## config.mk

```make
export PLATFORM = sky130hd
export DESIGN_NAME = lever_press_duration_classifier
export DESIGN_NICKNAME = d
export VERILOG_FILES = /design/src/rtl/lpdc_pkg.sv /design/src/rtl/lever_press_duration_classifier.sv
export SDC_FILE = /design/constraint.sdc
export NUM_CORES = 1
export LEC_CHECK = 0
export BUFFER_PORTS_ARGS = -buffer_cell sky130_fd_sc_hd__buf_2
export CORE_AREA = 10 10 136 138
export CTS_CLUSTER_SIZE = 30
export DETAILED_ROUTE_END_ITERATION = 8
export DIE_AREA = 0 0 146 148
export GPL_TIMING_DRIVEN = 0
export PLACE_DENSITY = 0.94
export SKIP_LAST_GASP = 1
export SYNTH_ARGS = -nofsm -noshare
export SYNTH_HDL_FRONTEND = slang
export SYNTH_SLANG_ARGS = --single-unit
```

## constraint.sdc

```tcl
create_clock -name clk -period 9.85 [get_ports clk]
set_input_delay 0.4925 -clock clk [delete_from_list [all_inputs] [get_ports clk]]
set_output_delay 0.4925 -clock clk [all_outputs]
set_load 0.03 [all_outputs]
```

## src/rtl/lpdc_pkg.sv

```systemverilog
// shared types and constants for the lever press duration classifier
// no dependencies; used by the top level and its checker
`timescale 1ns / 1ps

package lpdc_pkg;

  localparam int unsigned NUM_LEVERS_DEF = 2;

  localparam int unsigned LEVER_W = 1;
  localparam int unsigned VALUE_W = 16;
  localparam int unsigned TICK_W  = 16;
  localparam int unsigned FLAG_W  = 4;
  localparam int unsigned CFG_IDX_W = 2;

  localparam int unsigned IN_DATA_W  = 24;
  localparam int unsigned OUT_DATA_W = 40;

  localparam logic [TICK_W-1:0] SHORT_TICKS_RST     = 16'd10;
  localparam logic [TICK_W-1:0] LONG_TICKS_RST      = 16'd200;
  localparam logic [TICK_W-1:0] VERY_LONG_TICKS_RST = 16'd800;
  localparam logic [TICK_W-1:0] TICK_MAX            = 16'hFFFF;

  typedef enum logic [1:0] {
    ST_IDLE    = 2'd0,
    ST_PRESSED = 2'd1,
    ST_POPPED  = 2'd2,
    ST_TIMEOUT = 2'd3
  } status_t;

  typedef enum logic [CFG_IDX_W-1:0] {
    REG_SHORT_TICKS     = 2'd0,
    REG_LONG_TICKS      = 2'd1,
    REG_VERY_LONG_TICKS = 2'd2
  } cfg_reg_t;

  localparam logic [FLAG_W-1:0] FL_SHORT     = 4'b0001;
  localparam logic [FLAG_W-1:0] FL_LONG      = 4'b0010;
  localparam logic [FLAG_W-1:0] FL_VLONG     = 4'b0100;
  localparam logic [FLAG_W-1:0] FL_POP       = 4'b1000;
  localparam logic [FLAG_W-1:0] FL_PRESS_ALL = 4'b0111;

endpackage

```

## src/rtl/lever_press_duration_classifier.sv

```systemverilog
// lever press duration classifier top level: input register, per-lever state, result register
// depends on lpdc_pkg
`timescale 1ns / 1ps

// usage
// - in_ channel: one tick transaction per lever sample; tdata carries the lever index,
//   the sampled value (zero means released) and a mask of event flags to acknowledge
// - out_ channel: exactly one result transaction per input transaction, in order,
//   giving the lever's recorded value, press status, held tick count and event flags
// - cfg_ channel: writes short_ticks (0), long_ticks (1), very_long_ticks (2);
//   other indexes are ignored; cfg_ready is always high; write only while idle
// - path: a taken transaction waits in the input register, then its result is captured
//   in the result register, which drives out_
// - throughput: one transaction per cycle while out_tready is high, set by the single
//   per-lever update step (a few compares and one 16 bit increment between input and
//   result registers); back-to-back transactions on the same lever see each other's update
// - stall: if out_tready is low the result register holds and the input register
//   still takes one more transaction; then in_tready drops until the result leaves
// - reset: all lever state is cleared to idle with zero value, timer and flags,
//   the thresholds return to 10 / 200 / 800 and both registers are emptied

module lever_press_duration_classifier #(
  parameter int unsigned NUM_LEVERS = lpdc_pkg::NUM_LEVERS_DEF
) (
  input  logic                                 clk,
  input  logic                                 rst_n,
  // input transaction
  input  logic                                 in_tvalid,
  output logic                                 in_tready,
  // [0] lever_index, [16:1] lever_value, [20:17] clear_mask, [23:21] zero
  input  logic [lpdc_pkg::IN_DATA_W-1:0]       in_tdata,
  // result transaction
  output logic                                 out_tvalid,
  input  logic                                 out_tready,
  // [0] lever_out, [16:1] current_value, [18:17] press_status,
  // [34:19] held_ticks, [38:35] event_flags, [39] zero
  output logic [lpdc_pkg::OUT_DATA_W-1:0]      out_tdata,
  // configuration writes
  input  logic                                 cfg_valid,
  output logic                                 cfg_ready,
  input  logic [lpdc_pkg::CFG_IDX_W-1:0]       cfg_index,
  input  logic [lpdc_pkg::TICK_W-1:0]          cfg_data
);

  localparam int unsigned IDX_W = (NUM_LEVERS > 1) ? $clog2(NUM_LEVERS) : 1;

  // thresholds
  logic [lpdc_pkg::TICK_W-1:0] short_ticks_r;
  logic [lpdc_pkg::TICK_W-1:0] long_ticks_r;
  logic [lpdc_pkg::TICK_W-1:0] very_long_ticks_r;

  // per-lever state
  logic [lpdc_pkg::VALUE_W-1:0] last_value_r   [NUM_LEVERS];
  lpdc_pkg::status_t            status_store_r [NUM_LEVERS];
  logic [lpdc_pkg::TICK_W-1:0]  timer_store_r  [NUM_LEVERS];
  logic [lpdc_pkg::FLAG_W-1:0]  flag_store_r   [NUM_LEVERS];

  // input register
  logic                          in_vld_r;
  logic [lpdc_pkg::LEVER_W-1:0]  lever_r;
  logic [lpdc_pkg::VALUE_W-1:0]  value_r;
  logic [lpdc_pkg::FLAG_W-1:0]   mask_r;

  // result register
  logic                          out_vld_r;
  logic [lpdc_pkg::OUT_DATA_W-1:0] out_data_r;
  logic [lpdc_pkg::OUT_DATA_W-1:0] out_data_nxt;

  // update step
  logic                          advance;
  logic                          in_range;
  logic [IDX_W-1:0]              sel;
  logic [lpdc_pkg::VALUE_W-1:0]  value_nxt;
  lpdc_pkg::status_t             status_nxt;
  logic [lpdc_pkg::TICK_W-1:0]   timer_nxt;
  logic [lpdc_pkg::FLAG_W-1:0]   flags_nxt;

  // result stage moves when empty or drained this cycle
  assign advance   = !out_vld_r || out_tready;
  assign in_tready = !in_vld_r || advance;
  assign cfg_ready = 1'b1;

  assign out_tvalid = out_vld_r;
  assign out_tdata  = out_data_r;

  assign sel      = IDX_W'(lever_r);
  assign in_range = (int'(lever_r) < NUM_LEVERS);

  // one tick of the press classifier for the addressed lever
  always_comb begin
    value_nxt  = last_value_r[sel];
    status_nxt = status_store_r[sel];
    timer_nxt  = timer_store_r[sel];
    // acknowledge first
    flags_nxt  = flag_store_r[sel] & ~mask_r;

    if (value_nxt != value_r) begin
      value_nxt = value_r;
      if (value_r != '0) begin
        // new press
        status_nxt = lpdc_pkg::ST_PRESSED;
        timer_nxt  = '0;
        flags_nxt  = flags_nxt & ~lpdc_pkg::FL_PRESS_ALL;
      end else if (timer_nxt >= short_ticks_r) begin
        status_nxt = lpdc_pkg::ST_POPPED;
        flags_nxt  = flags_nxt | lpdc_pkg::FL_POP;
      end else begin
        status_nxt = lpdc_pkg::ST_IDLE;
      end
    end

    if (status_nxt == lpdc_pkg::ST_PRESSED) begin
      // saturating count
      if (timer_nxt != lpdc_pkg::TICK_MAX) begin
        timer_nxt = timer_nxt + 1'b1;
      end
      // very long wins over long, long over short
      if (timer_nxt == very_long_ticks_r) begin
        flags_nxt = flags_nxt | lpdc_pkg::FL_VLONG;
      end else if (timer_nxt == long_ticks_r) begin
        flags_nxt = flags_nxt | lpdc_pkg::FL_LONG;
      end else if (timer_nxt == short_ticks_r) begin
        flags_nxt = flags_nxt | lpdc_pkg::FL_SHORT;
      end
      if (timer_nxt > very_long_ticks_r) begin
        status_nxt = lpdc_pkg::ST_TIMEOUT;
      end
    end

    if (in_range) begin
      out_data_nxt = {1'b0, flags_nxt, timer_nxt, status_nxt, value_nxt, lever_r};
    end else begin
      // lever not present: report zeros
      out_data_nxt = {{(lpdc_pkg::OUT_DATA_W - lpdc_pkg::LEVER_W){1'b0}}, lever_r};
    end
  end

  // configuration registers
  always_ff @(posedge clk) begin
    if (!rst_n) begin
      short_ticks_r     <= lpdc_pkg::SHORT_TICKS_RST;
      long_ticks_r      <= lpdc_pkg::LONG_TICKS_RST;
      very_long_ticks_r <= lpdc_pkg::VERY_LONG_TICKS_RST;
    end else if (cfg_valid && cfg_ready) begin
      case (cfg_index)
        lpdc_pkg::REG_SHORT_TICKS:     short_ticks_r     <= cfg_data;
        lpdc_pkg::REG_LONG_TICKS:      long_ticks_r      <= cfg_data;
        lpdc_pkg::REG_VERY_LONG_TICKS: very_long_ticks_r <= cfg_data;
        default: ;
      endcase
    end
  end

  // input register
  always_ff @(posedge clk) begin
    if (!rst_n) begin
      in_vld_r <= 1'b0;
    end else if (in_tready) begin
      in_vld_r <= in_tvalid;
    end
  end

  always_ff @(posedge clk) begin
    if (in_tvalid && in_tready) begin
      lever_r <= in_tdata[0];
      value_r <= in_tdata[16:1];
      mask_r  <= in_tdata[20:17];
    end
  end

  // result register
  always_ff @(posedge clk) begin
    if (!rst_n) begin
      out_vld_r <= 1'b0;
    end else if (advance) begin
      out_vld_r <= in_vld_r;
    end
  end

  always_ff @(posedge clk) begin
    if (advance && in_vld_r) begin
      out_data_r <= out_data_nxt;
    end
  end

  // per-lever state, written as the result is captured
  always_ff @(posedge clk) begin
    if (!rst_n) begin
      for (int i = 0; i < NUM_LEVERS; i++) begin
        last_value_r[i]   <= '0;
        status_store_r[i] <= lpdc_pkg::ST_IDLE;
        timer_store_r[i]  <= '0;
        flag_store_r[i]   <= '0;
      end
    end else if (advance && in_vld_r && in_range) begin
      last_value_r[sel]   <= value_nxt;
      status_store_r[sel] <= status_nxt;
      timer_store_r[sel]  <= timer_nxt;
      flag_store_r[sel]   <= flags_nxt;
    end
  end

endmodule

```

# After elaboration in Yosys (flattened, before gate mapping)
# Memories as Yosys holds them, arrays and structs flattened. A register that Yosys moved wholly into a read port is not among the register bits.
# Index checks and enable logic that the tools add are counted.
[word_totals] mem_bits_rw=76 reg_bits=110 mem_count=4 word_cells=79
[classes] magnitude_cmp=2 addsub=1 bitwise=2 mux=38 reduce_logical=15 n_eq_ne=8
[memory_table] memory="last_value_r" words=2 width=16 rd=1 rd_ports_with_merged_regs=1 write_ports=2 line="lever_press_duration_classifier.sv:53" rtl="logic [lpdc_pkg::VALUE_W-1:0] last_value_r [NUM_LEVERS];"
[memory_table] memory="timer_store_r" words=2 width=16 rd=1 rd_ports_with_merged_regs=1 write_ports=2 line="lever_press_duration_classifier.sv:55" rtl="logic [lpdc_pkg::TICK_W-1:0] timer_store_r [NUM_LEVERS];"
[memory_table] memory="flag_store_r" words=2 width=4 rd=1 rd_ports_with_merged_regs=1 write_ports=2 line="lever_press_duration_classifier.sv:56" rtl="logic [lpdc_pkg::FLAG_W-1:0] flag_store_r [NUM_LEVERS];"
[memory_table] memory="status_store_r" words=2 width=2 rd=1 rd_ports_with_merged_regs=1 write_ports=2 line="lever_press_duration_classifier.sv:54" rtl="lpdc_pkg::status_t status_store_r [NUM_LEVERS];"
[op_table] op="16-bit two-way mux" count=8
[op_table] op="16-bit == test" count=3
[op_table] op="16-bit OR reduction" count=2
[op_table] op="1-bit two-way mux" count=17
[op_table] op="16-bit by 1-bit adder with 16-bit output (second input constant)" count=1
[op_table] op="16-bit >= comparator" count=1
[op_table] op="16-bit greater-than comparator" count=1
[op_table] op="4-bit two-way mux" count=4
[op_table] op="16-bit != test" count=1
[op_table] op="16-bit != test (second input constant)" count=1
[op_table] op="16-bit nonzero test" count=1
[op_table] op="2-bit two-way mux" count=7
[op_table] op="3-bit two-way mux" count=2
[op_table] op="2-bit AND reduction" count=3
[op_table] op="4-bit bitwise AND" count=1
[op_table] op="2-bit by 1-bit == test with 1-bit output (second input constant)" count=2
[op_table] op="4-bit NOT" count=1
[op_table] op="4-bit OR reduction" count=1
[op_table] op="2-bit == test (second input constant)" count=1
[op_table] op="1-bit logical AND" count=2
[op_table] op="1-bit zero test" count=2
[op_table] op="2-bit zero test" count=1
[op_table] op="1-bit logical OR" count=2
[op_table] op="2-bit OR reduction" count=1

# Logic depth before layout (Yosys ltp)
# Gate-level depths: netlist (run 1).
[depth] ltp_word=12 depth_mapped=28 depth_no_buf=22

# Worst setup path after synthesis (run 1)
# No wires, ideal clock.
[synth_timing] path_type="register to register" start="register with a tool-made name" end="memory flag_store_r[1][0] (netlist bit), data pin" n_path_buf=5 path_slack_ps=4585 setup_time_ps=141 path_stages_with_launch=28 arrival_time_ps=5124 cell_sequence="dfxtp_1 -> buf_6 -> buf_12 -> mux2i_1 -> xnor2_1 -> nor4_1 -> and4_1 -> clkbuf_1 -> nor2_1 -> clkbuf_1 -> nor2_1 -> ha_1 -> clkbuf_1 -> and4_1 -> o2bb2ai_2 -> o211a_1 -> a31oi_1 -> or2_2 -> nor2_1 -> ha_1 -> nand4_1 -> nor2_1 -> nand2_1 -> nand2b_1 -> a2111o_1 -> nor4_1 -> a41oi_1 -> nor2_1"
[synth_lines] element="end, declared" line="lever_press_duration_classifier.sv:56"

==> results.tsv, run 1 <==
metric	value	unit
vias in the first global route	8215	
Final Max Tran Viols	0	
Netlist cell types	82	
number of synthesized flops with an enable pin	136	
initial antenna violation count	0	
register area share after synthesis	50.6	%
clk sink count	187	
final wirelength	29900	µm
Root Driver	clkbuf_16	
GPL Wtd Cong	1.04	
Power Density	159	nW/µm²
sequential share of power	49.7	%
Slew HR	16.6	%
actual slew at the worst max-slew pin	1.24	ns
critical path depth in cells	27	
Top Family by Delay on Critical Path	simple AND/OR/NAND/NOR gates	
WP data required	10.16	ns
Syn Area/Cell	10.3	µm²
VDD IR max	0.145	mV
# IOs	90	
Setup crit end kind	register	
ANT cells	0	
reg2reg path depth	27	
via count	8285	
CTS H-tree lvls	4	
FFs w/ async S/R, synth	0	%
CP dominant cell by count	nor2_1	
skew final	0.0106	ns
Post-CTS Setup Bufs	0	
1st-iter DRT viols	1034	
Leakage	4.50	nW
hold buffers post-CTS	0	
row cnt	46	
DP Wirelength	22000	µm
layout cell share with drive strength beyond 1	14.5	%
Synth Flop Type	edfxtp_1	
RSZ-0062 raised after global routing	no	
setup TNS	0	ns
total global routing overflow	0	
status	finished clean	
Initial Util	64.2	%
first-pass GRT wire length	46300	µm
Hold Crit Class	in -> reg	
syn_nets	1062	
synthesized area	10100	µm²
largest net degree at the start of global routing	39	
Non-Filler Instances	1315	
Clock power frac	39.3	%
yosys warns	0	
#FFs+latches synth	187	
Final Hold Fails	0	
RR Endpoint	flag_store_r[0][0]	
post-CTS sizing	0	
die area	21600	µm²
critical path startpoint category	register	
gr usage total	27.4	%
clock-pin slew on the worst setup and hold paths	0.08	ns
Nets	1166	
die width	146	µm
Avg WL per Cell	22.8	µm
r2r setup slk	2.12	ns
Switch Pwr	0.496	mW
final critical-path share of the clock period	78.5	%
post-route design area	11400	µm²
Crit Path Max Fanout	10	
routed vias/inst	6.30	
Inst Count DP	1283	
CP Capture Point	flag_store_r[0][0]	
CTS max path bufs	2	
fin crit period	7.73	ns
max-cap violations	0	
slowest CP cell	mux2i_1	
Synth Instances	982	
Core Area	15700	µm²
final hold slack	0.207	ns
input/output buffers	83	
Int Power	1.32	mW
WP data arrival	8.04	ns
DRC Markers	0	
Overall Power	1.82	mW
Bufs and invs on worst path	7	
First-pass DRT Iterations	6	
Die Span Y	148	µm
Num CTS Buffers	17	
Logic pwr share	11.0	%
Worst path max stage delay	0.52	ns
Clk Latency, worst-skew pair	0.45	ns
CTS tree	yes	
Fmax achieved	129	MHz
ANT nets after route	0	
WS Path Type	reg -> reg	
# setup viols final	0	
Switching Share	27.3	%
placed cell area	10800	µm²
synth-to-layout area growth	13.4	%
## layout make-up
type | instances | area (µm²)
Sequential cell | 187 | 5100
Multi-Input combinational cell | 665 | 4440
Fill cell | 1121 | 4270
Timing Repair Buffer | 85 | 455
Clock buffer | 18 | 429
Buffer | 60 | 289
Tap cell | 216 | 270
Inverter | 70 | 263
Clock inverter | 14 | 183
## synthesized netlist by cell type, types with 14 or more instances
master,count,area [µm²]
a21boi_0,40,300
a21oi_1,28,140
and2_1,38,238
clkbuf_1,48,180
dfxtp_1,51,1020
edfxtp_1,136,4080
ha_1,33,413
inv_1,69,259
mux2i_1,34,340
nand2_1,128,480
nand3_1,17,85.1
nand4_1,14,87.6
nor2_1,78,293
nor3_1,16,80.1
xnor2_1,45,394
## registers in the layout (all words and copies together) (netlist names), named ones only
signal / cells
flag_store_r: 8
in_vld_r: 1
last_value_r: 32
lever_r: 1
long_ticks_r: 16
mask_r: 4
out_tdata: 39
out_tvalid: 1
short_ticks_r: 16
status_store_r: 4
timer_store_r: 32
value_r: 16
very_long_ticks_r: 16
## routing by layer
layer,routed length (µm),GRT usage (%)
met5,0,0
met4,1080,11.0
met3,3180,6.44
met2,14500,46.6
met1,11100,33.0
## how the worst min path moves through the flow
stage               slack, ns             startpoint  cells past startpoint                     to
finish                   0.21           in_tdata[13]                      1            value_r[12]
global route             0.20           in_tdata[15]                      1            value_r[14]
CTS                      0.20           in_tdata[15]                      1            value_r[14]
detailed placement       0.46  very_long_ticks_r[14]                      2  very_long_ticks_r[14]
global placement         0.45   very_long_ticks_r[7]                      2   very_long_ticks_r[7]
floorplan                0.44      short_ticks_r[11]                      2      short_ticks_r[11]
## power by group through the flow
stage | clock network, mW | logic (mW) | registers, mW
2_1_floorplan | 0 | 0.123 | 0.923
3_3_place_gp | 0 | 0.186 | 0.918
3_5_place_dp | 0 | 0.195 | 0.919
4_1_cts | 0.711 | 0.198 | 0.902
5_1_grt | 0.745 | 0.215 | 0.906
6_report | 0.715 | 0.201 | 0.903
## kinds of logic (layout without fill, tap and decap cells)
group,Yosys count,count (layout),synth area share (%)
XOR/XNOR,48,48,4.35
AND/OR/NAND/NOR,356,356,17.5
AO/OA/AOI/OAI,184,184,13.6
adder cells (fa/ha/maj),33,33,4.09
other,2,2,0.0744
buffers and inverters,130,247,5.47
flip-flops,187,187,50.6
multiplexers,42,42,4.33
## placed cells by master (no fill, tap or decap), drive strengths merged, types with 14 or more instances in the layout
| cell type | synthesis | routed |
|---|---|---|
| a21boi | 41 | 41 |
| a21oi | 28 | 28 |
| and2 | 38 | 38 |
| buf | 12 | 97 |
| clkbuf | 48 | 66 |
| dfxtp | 51 | 51 |
| edfxtp | 136 | 136 |
| ha | 33 | 33 |
| inv | 69 | 78 |
| mux2i | 35 | 35 |
| nand2 | 128 | 128 |
| nand3 | 17 | 17 |
| nand4 | 15 | 15 |
| nor2 | 78 | 78 |
| nor3 | 16 | 16 |
| o21ai | 14 | 14 |
| xnor2 | 46 | 46 |
## per-stage QoR
step / util (%) / worst slack [ns]
2_1_floorplan: - / 4.58
3_3_place_gp: 68.6 / 2.57
3_5_place_dp: 68.9 / 2.52
4_1_cts: 72.8 / 2.46
5_1_grt: 72.8 / 1.90
6_report: 72.8 / 2.12
Power figures use the tool's default switching activity.
==> run 2, diff against run 1 <==
--- a/config.mk
+++ b/config.mk
@@ -6,12 +6,12 @@
 export NUM_CORES = 1
 export LEC_CHECK = 0
 export BUFFER_PORTS_ARGS = -buffer_cell sky130_fd_sc_hd__buf_2
-export CORE_AREA = 10 10 136 138
+export CORE_AREA = 10 10 141 143
 export CTS_CLUSTER_SIZE = 30
 export DETAILED_ROUTE_END_ITERATION = 8
-export DIE_AREA = 0 0 146 148
+export DIE_AREA = 0 0 151 153
 export GPL_TIMING_DRIVEN = 0
-export PLACE_DENSITY = 0.94
+export PLACE_DENSITY = 0.88
 export SKIP_LAST_GASP = 1
 export SYNTH_ARGS = -nofsm -noshare
 export SYNTH_HDL_FRONTEND = slang
==> constraint.sdc (replaced) <==
create_clock -name clk -period 7.4 [get_ports clk]
set_input_delay 0.37 -clock clk [delete_from_list [all_inputs] [get_ports clk]]
set_output_delay 0.37 -clock clk [all_outputs]
set_load 0.03 [all_outputs]
==> results.tsv, run 2 (synthesis results as in run 1) <==
metric	value	unit	change
status	finished clean		unchanged
met2 usage	40.3	%	was 46.6%
WP data arrival	7.46	ns	was 8.04 ns
r2r setup slk	0.22	ns	was 2.12 ns
vias in the first global route	8045		was 8215
GPL Wtd Cong	1.01		was 1.04
layout cell share with drive strength beyond 1	14.8	%	was 14.5%
via count	8140		was 8285
actual slew at the worst max-slew pin	1.05	ns	was 1.24 ns
DP Wirelength	21000	µm	was 22000 µm
placed cell area	10900	µm²	was 10800 µm²
fin crit period	7.18	ns	was 7.73 ns
die area	23100	µm²	was 21600 µm²
Slew HR	29.6	%	was 16.6%
WP data required	7.68	ns	was 10.16 ns
Clk Latency, worst-skew pair	0.44	ns	was 0.45 ns
Die Span Y	153	µm	was 148 µm
Core Area	17100	µm²	was 15700 µm²
Nets	1165		was 1166
CTS H-tree lvls	4		unchanged
commonest cells after routing, fill and taps aside	edfxtp_1 (136), nand2_1 (126), buf_2 (87)		unchanged
total global routing overflow	0		unchanged
VDD IR max	0.176	mV	was 0.145 mV
Root Driver	clkbuf_16		unchanged
commonest non-fill, non-tap cell in the layout	edfxtp_1		unchanged
post-CTS sizing	0		unchanged
critical path startpoint category	register		unchanged
die width	151	µm	was 146 µm
clock-pin slew on the worst setup and hold paths	0.08	ns	about the same
Final Max Tran Viols	0		unchanged
WS Path Type	reg -> reg		unchanged
global routing usage on met3	4.72	%	was 6.44%
DRC Markers	0		unchanged
final wirelength	28500	µm	was 29900 µm
ANT cells	0		unchanged
# IOs	90		unchanged
clk sink count	187		unchanged
post-route design area	11500	µm²	was 11400 µm²
largest net degree at the start of global routing	38		was 39
skew final	0.0101	ns	was 0.0106 ns
Power Density	209	nW/µm²	was 159 nW/µm²
1st-iter DRT viols	917		was 1034
CTS max path bufs	2		unchanged
hold buffers post-CTS	0		unchanged
ANT nets after route	0		unchanged
global route hottest layer	met2		unchanged
Leakage	4.51	nW	was 4.50 nW
Setup crit end kind	register		unchanged
final critical-path share of the clock period	97.1	%	was 78.5%
Finished Core Util	67.3	%	was 72.8%
CTS tree	yes		unchanged
input/output buffers	83		unchanged
Fmax achieved	139	MHz	was 129 MHz
met1 Resource Use GR	31.1	%	was 33.0%
final hold slack	0.0992	ns	was 0.207 ns
initial antenna violation count	0		unchanged
First-pass DRT Iterations	6		unchanged
first-pass GRT wire length	44200	µm	was 46300 µm
setup TNS	0	ns	unchanged
Final Hold Fails	0		unchanged
max reg flops	39		unchanged
# setup viols final	0		unchanged
Avg WL per Cell	21.6	µm	was 22.8 µm
Post-CTS Setup Bufs	0		unchanged
gr usage total	24.5	%	was 27.4%
RSZ-0062 raised after global routing	no		unchanged
Crit Path Max Fanout	10		unchanged
Hold Crit Class	in -> reg		unchanged
synth-to-layout area growth	13.7	%	was 13.4%
row cnt	48		was 46
Initial Util	59.1	%	was 64.2%
Num CTS Buffers	17		unchanged
routed vias/inst	6.15		was 6.30
max-cap violations	0		unchanged
run 2: cell types whose count changed in the layout (fill, tap and decap cells not counted):
cell       change
inv_12         +1
inv_8          -1
clkinv_4       +1
and4_1         -1
a221oi_4       +1
clkinv_8       +1
mux2i_1        -1
a221oi_2       -1
mux2i_2        +1
and4_2         +1
buf_12         +1
clkbuf_1       -3
bufinv_16      -1
run 2: metrics by stage:
step	cells	setup slack (ns)	total power [mW]
6_report	1323	0.218	2.39
5_1_grt	1323	0.0116	2.46
3_3_place_gp	1290	0.134	1.47
3_5_place_dp	1293	0.163	1.48
2_1_floorplan	982	2.13	1.39
4_1_cts	1325	0.0739	2.39
run 2: power breakdown:
part           internal, mW  leakage [nW]  switching [mW]
logic                 0.102          2.44           0.164
clock network         0.462         0.292           0.465
registers              1.17          1.78          0.0321
run 2: routing by layer:
metal / part of all wire, % / routed length (µm)
met1: 40 / 11500
met2: 49 / 13900
met3: 7.9 / 2260
met4: 3.1 / 884
met5: 0 / 0
run 2: final cells by class:
type / instances / area [µm²]
Multi-Input combinational cell: 665 / 4460
Inverter: 70 / 263
Fill cell: 1327 / 5580
Sequential cell: 187 / 5100
Tap cell: 225 / 282
Clock inverter: 15 / 183
Clock buffer: 17 / 425
Buffer: 58 / 282
Timing Repair Buffer: 86 / 475
run 2: worst max-delay path, cell delays in order, from the launching register on:
cell	delay, ns
dfxtp_1	0.33
buf_6	0.17
buf_12	0.16
mux2i_1	0.22
xnor2_1	0.19
nor4_1	0.12
and4_2	0.33
nor2_1	0.72
clkbuf_1	0.53
nor2_1	0.17
ha_1	0.23
clkbuf_1	0.22
and4_1	0.27
o2bb2ai_2	0.37
o211a_1	0.33
a21oi_1	0.12
a211oi_2	0.48
ha_1	0.37
nand4_1	0.09
nor2_1	0.07
nand2_1	0.11
nand2b_1	0.15
a2111o_1	0.44
nor4_1	0.31
a41oi_1	0.30
nor2_1	0.20
run 2: worst paths after layout:
path	from	to	depth (start not counted)
worst min register to register	very_long_ticks_r[6]	very_long_ticks_r[6]	2
worst min-delay path	in_tdata[6]	value_r[5]	1
worst max register to register	register	flag_store_r[0][0]	25
worst max-delay path	register	flag_store_r[0][0]	25
==> run 3, diff against run 2 <==
--- a/config.mk
+++ b/config.mk
@@ -7,12 +7,15 @@
 export LEC_CHECK = 0
 export BUFFER_PORTS_ARGS = -buffer_cell sky130_fd_sc_hd__buf_2
 export CORE_AREA = 10 10 141 143
+export CTS_CLUSTER_DIAMETER = 120
 export CTS_CLUSTER_SIZE = 30
 export DETAILED_ROUTE_END_ITERATION = 8
 export DIE_AREA = 0 0 151 153
 export GPL_TIMING_DRIVEN = 0
 export PLACE_DENSITY = 0.88
+export REMOVE_ABC_BUFFERS = 1
 export SKIP_LAST_GASP = 1
+export SLEW_MARGIN = 10
 export SYNTH_ARGS = -nofsm -noshare
 export SYNTH_HDL_FRONTEND = slang
 export SYNTH_SLANG_ARGS = --single-unit
==> results.tsv, run 3 (synthesis results as in run 1) <==
metric	value	unit	change
GPL Wtd Cong	0.969		was 1.01
gr usage total	22.7	%	was 24.5%
clock-pin slew on the worst setup and hold paths	0.08	ns	about the same
# IOs	90		unchanged
layout cell share with drive strength beyond 1	15.5	%	was 14.8%
total global routing overflow	0		unchanged
CTS tree	yes		unchanged
routed vias/inst	6.09		was 6.15
post-route design area	11300	µm²	was 11500 µm²
Nets	1112		was 1165
Crit Path Max Fanout	20		was 10
ANT nets after route	0		unchanged
commonest non-fill, non-tap cell in the layout	edfxtp_1		unchanged
First-pass DRT Iterations	6		unchanged
largest net degree at the start of global routing	56		was 38
RSZ-0062 raised after global routing	no		unchanged
Hold Crit Class	in -> reg		unchanged
max-cap violations	0		unchanged
global route hottest layer	met2		unchanged
fin crit period	6.95	ns	was 7.18 ns
die width	151	µm	unchanged
CTS H-tree lvls	4		unchanged
Worst path max stage delay	0.61	ns	was 0.72 ns
Num CTS Buffers	17		unchanged
input/output buffers	84		was 83
met1 Resource Use GR	30.0	%	was 31.1%
WS Path Type	reg -> reg		unchanged
CP dominant cell by count	nor2_1		unchanged
first-pass GRT wire length	41500	µm	was 44200 µm
1st-iter DRT viols	839		was 917
Initial Util	59.1	%	unchanged
Avg WL per Cell	20.4	µm	was 21.6 µm
die area	23100	µm²	unchanged
synth-to-layout area growth	12.1	%	was 13.7%
crit path cell chain	mux2i_1 > xnor2_1 > nor4_1 > and4_2 > nor2_2 > buf_8 > nor2_1 > ha_1 > inv_1 > a221oi_2 > a21oi_1 > mux2i_1 > o21ai_0 > inv_1 > ha_1 > nand4_1 > nor2_1 > nand2_1 > nand2b_1 > a2111o_1 > nor4_1 > a41oi_1 > nor2_1		
met2 usage	36.5	%	was 40.3%
actual slew at the worst max-slew pin	1.10	ns	was 1.05 ns
DP Wirelength	18100	µm	was 21000 µm
status	finished clean		unchanged
final critical-path share of the clock period	94.0	%	was 97.1%
slowest CP cell	dfxtp_4		was nor2_1
critical path startpoint category	register		unchanged
DRC Markers	0		unchanged
skew final	0.0143	ns	was 0.0101 ns
final wirelength	25900	µm	was 28500 µm
Final Max Tran Viols	0		unchanged
vias in the first global route	7609		was 8045
Die Span Y	153	µm	unchanged
hold buffers post-CTS	0		unchanged
CTS max path bufs	2		unchanged
global routing usage on met3	4.84	%	was 4.72%
Clk Latency, worst-skew pair	0.45	ns	was 0.44 ns
ANT cells	0		unchanged
Core Area	17100	µm²	unchanged
# setup viols final	0		unchanged
Overall Power	2.40	mW	was 2.39 mW
clk sink count	187		unchanged
commonest cells after routing, fill and taps aside	edfxtp_1 (136), nand2_1 (126), buf_2 (84)		was edfxtp_1 (136), nand2_1 (126), buf_2 (87)
max reg flops	39		unchanged
VDD IR max	0.196	mV	was 0.176 mV
Leakage	4.46	nW	was 4.51 nW
Hold Crit Start	in_tdata[11]		was in_tdata[6]
via count	7734		was 8140
Final Hold Fails	0		unchanged
Setup crit end kind	register		unchanged
initial antenna violation count	0		unchanged
placed cell area	10600	µm²	was 10900 µm²
Power Density	212	nW/µm²	was 209 nW/µm²
Root Driver	clkbuf_16		unchanged
WP data required	7.66	ns	was 7.68 ns
WP data arrival	7.21	ns	was 7.46 ns
Fmax achieved	144	MHz	was 139 MHz
row cnt	48		unchanged
Slew HR	26.6	%	was 29.6%
run 3: cell count changes in the layout (fill, tap and decap cells not counted), moves of 2 or more:
cell and delta:
buf_2 -3, buf_4 -3, clkbuf_1 -46, inv_6 -4, inv_8 +2, nor2_1 -2, nor2_2 +2
run 3: timing repair:
| item | 4_1_cts | 5_1_grt |
|---|---|---|
| resized for setup | 1 | 2 |
| pin swaps | 0 | 0 |
| buffers inserted | 1 | 1 |
| endpoints found under the setup margin | 6 | 6 |
run 3: worst paths after layout:
path | endpoint | cells past startpoint | slack (ns)
worst max register to register | flag_store_r[1][0] | 23 | 0.45
worst min-delay path | value_r[10] | 1 | 0.08
worst min register to register | very_long_ticks_r[13] | 2 | 0.47
worst max-delay path | flag_store_r[1][0] | 23 | 0.45
run 3: layout make-up:
cell class,count,area (µm²)
Multi-Input combinational cell,665,4470
Clock inverter,15,203
Fill cell,1346,5750
Clock buffer,17,425
Sequential cell,187,5110
Inverter,70,263
Timing Repair Buffer,91,554
Tap cell,225,282
run 3: layer usage:
layer	share of wire [%]	vias to the layer above	routed length [µm]
li1	-	3598	-
met1	41	3694	10700
met2	49	397	12600
met3	7.5	45	1940
met4	2.1	0	548
met5	0	-	0
run 3: power breakdown:
group	leakage, nW	internal (mW)	total, mW	switching (mW)
Clock	0.300	0.469	0.949	0.480
Combinational	2.37	0.0968	0.247	0.151
Sequential	1.78	1.17	1.21	0.0367
Total	4.46	1.73	2.40	0.667
run 3: worst max-delay path: cells and delay by family, from the launching register on:
family | cells | cell delay [ns]
adder cells (fa/ha/maj) | 2 | 0.63
AO/OA/AOI/OAI | 5 | 1.61
flip-flops | 1 | 0.61
buffers and inverters | 3 | 0.64
multiplexers | 2 | 0.73
XOR/XNOR | 1 | 0.11
AND/OR/NAND/NOR | 10 | 2.38
run 3: stage by stage:
step,utilization (%),setup slack [ns],hold slack (ns),std cells,TNS (ns)
finish,66.3,0.447,0.0835,1270,0
detailed placement,62.2,-0.566,0.461,1236,-2.10
global route,66.3,0.0949,0.0716,1270,0
global placement,61.6,-2.33,0.453,1231,-29.89
CTS,66.1,0.0828,0.0716,1269,0
floorplan,-,0.357,0.442,922,0
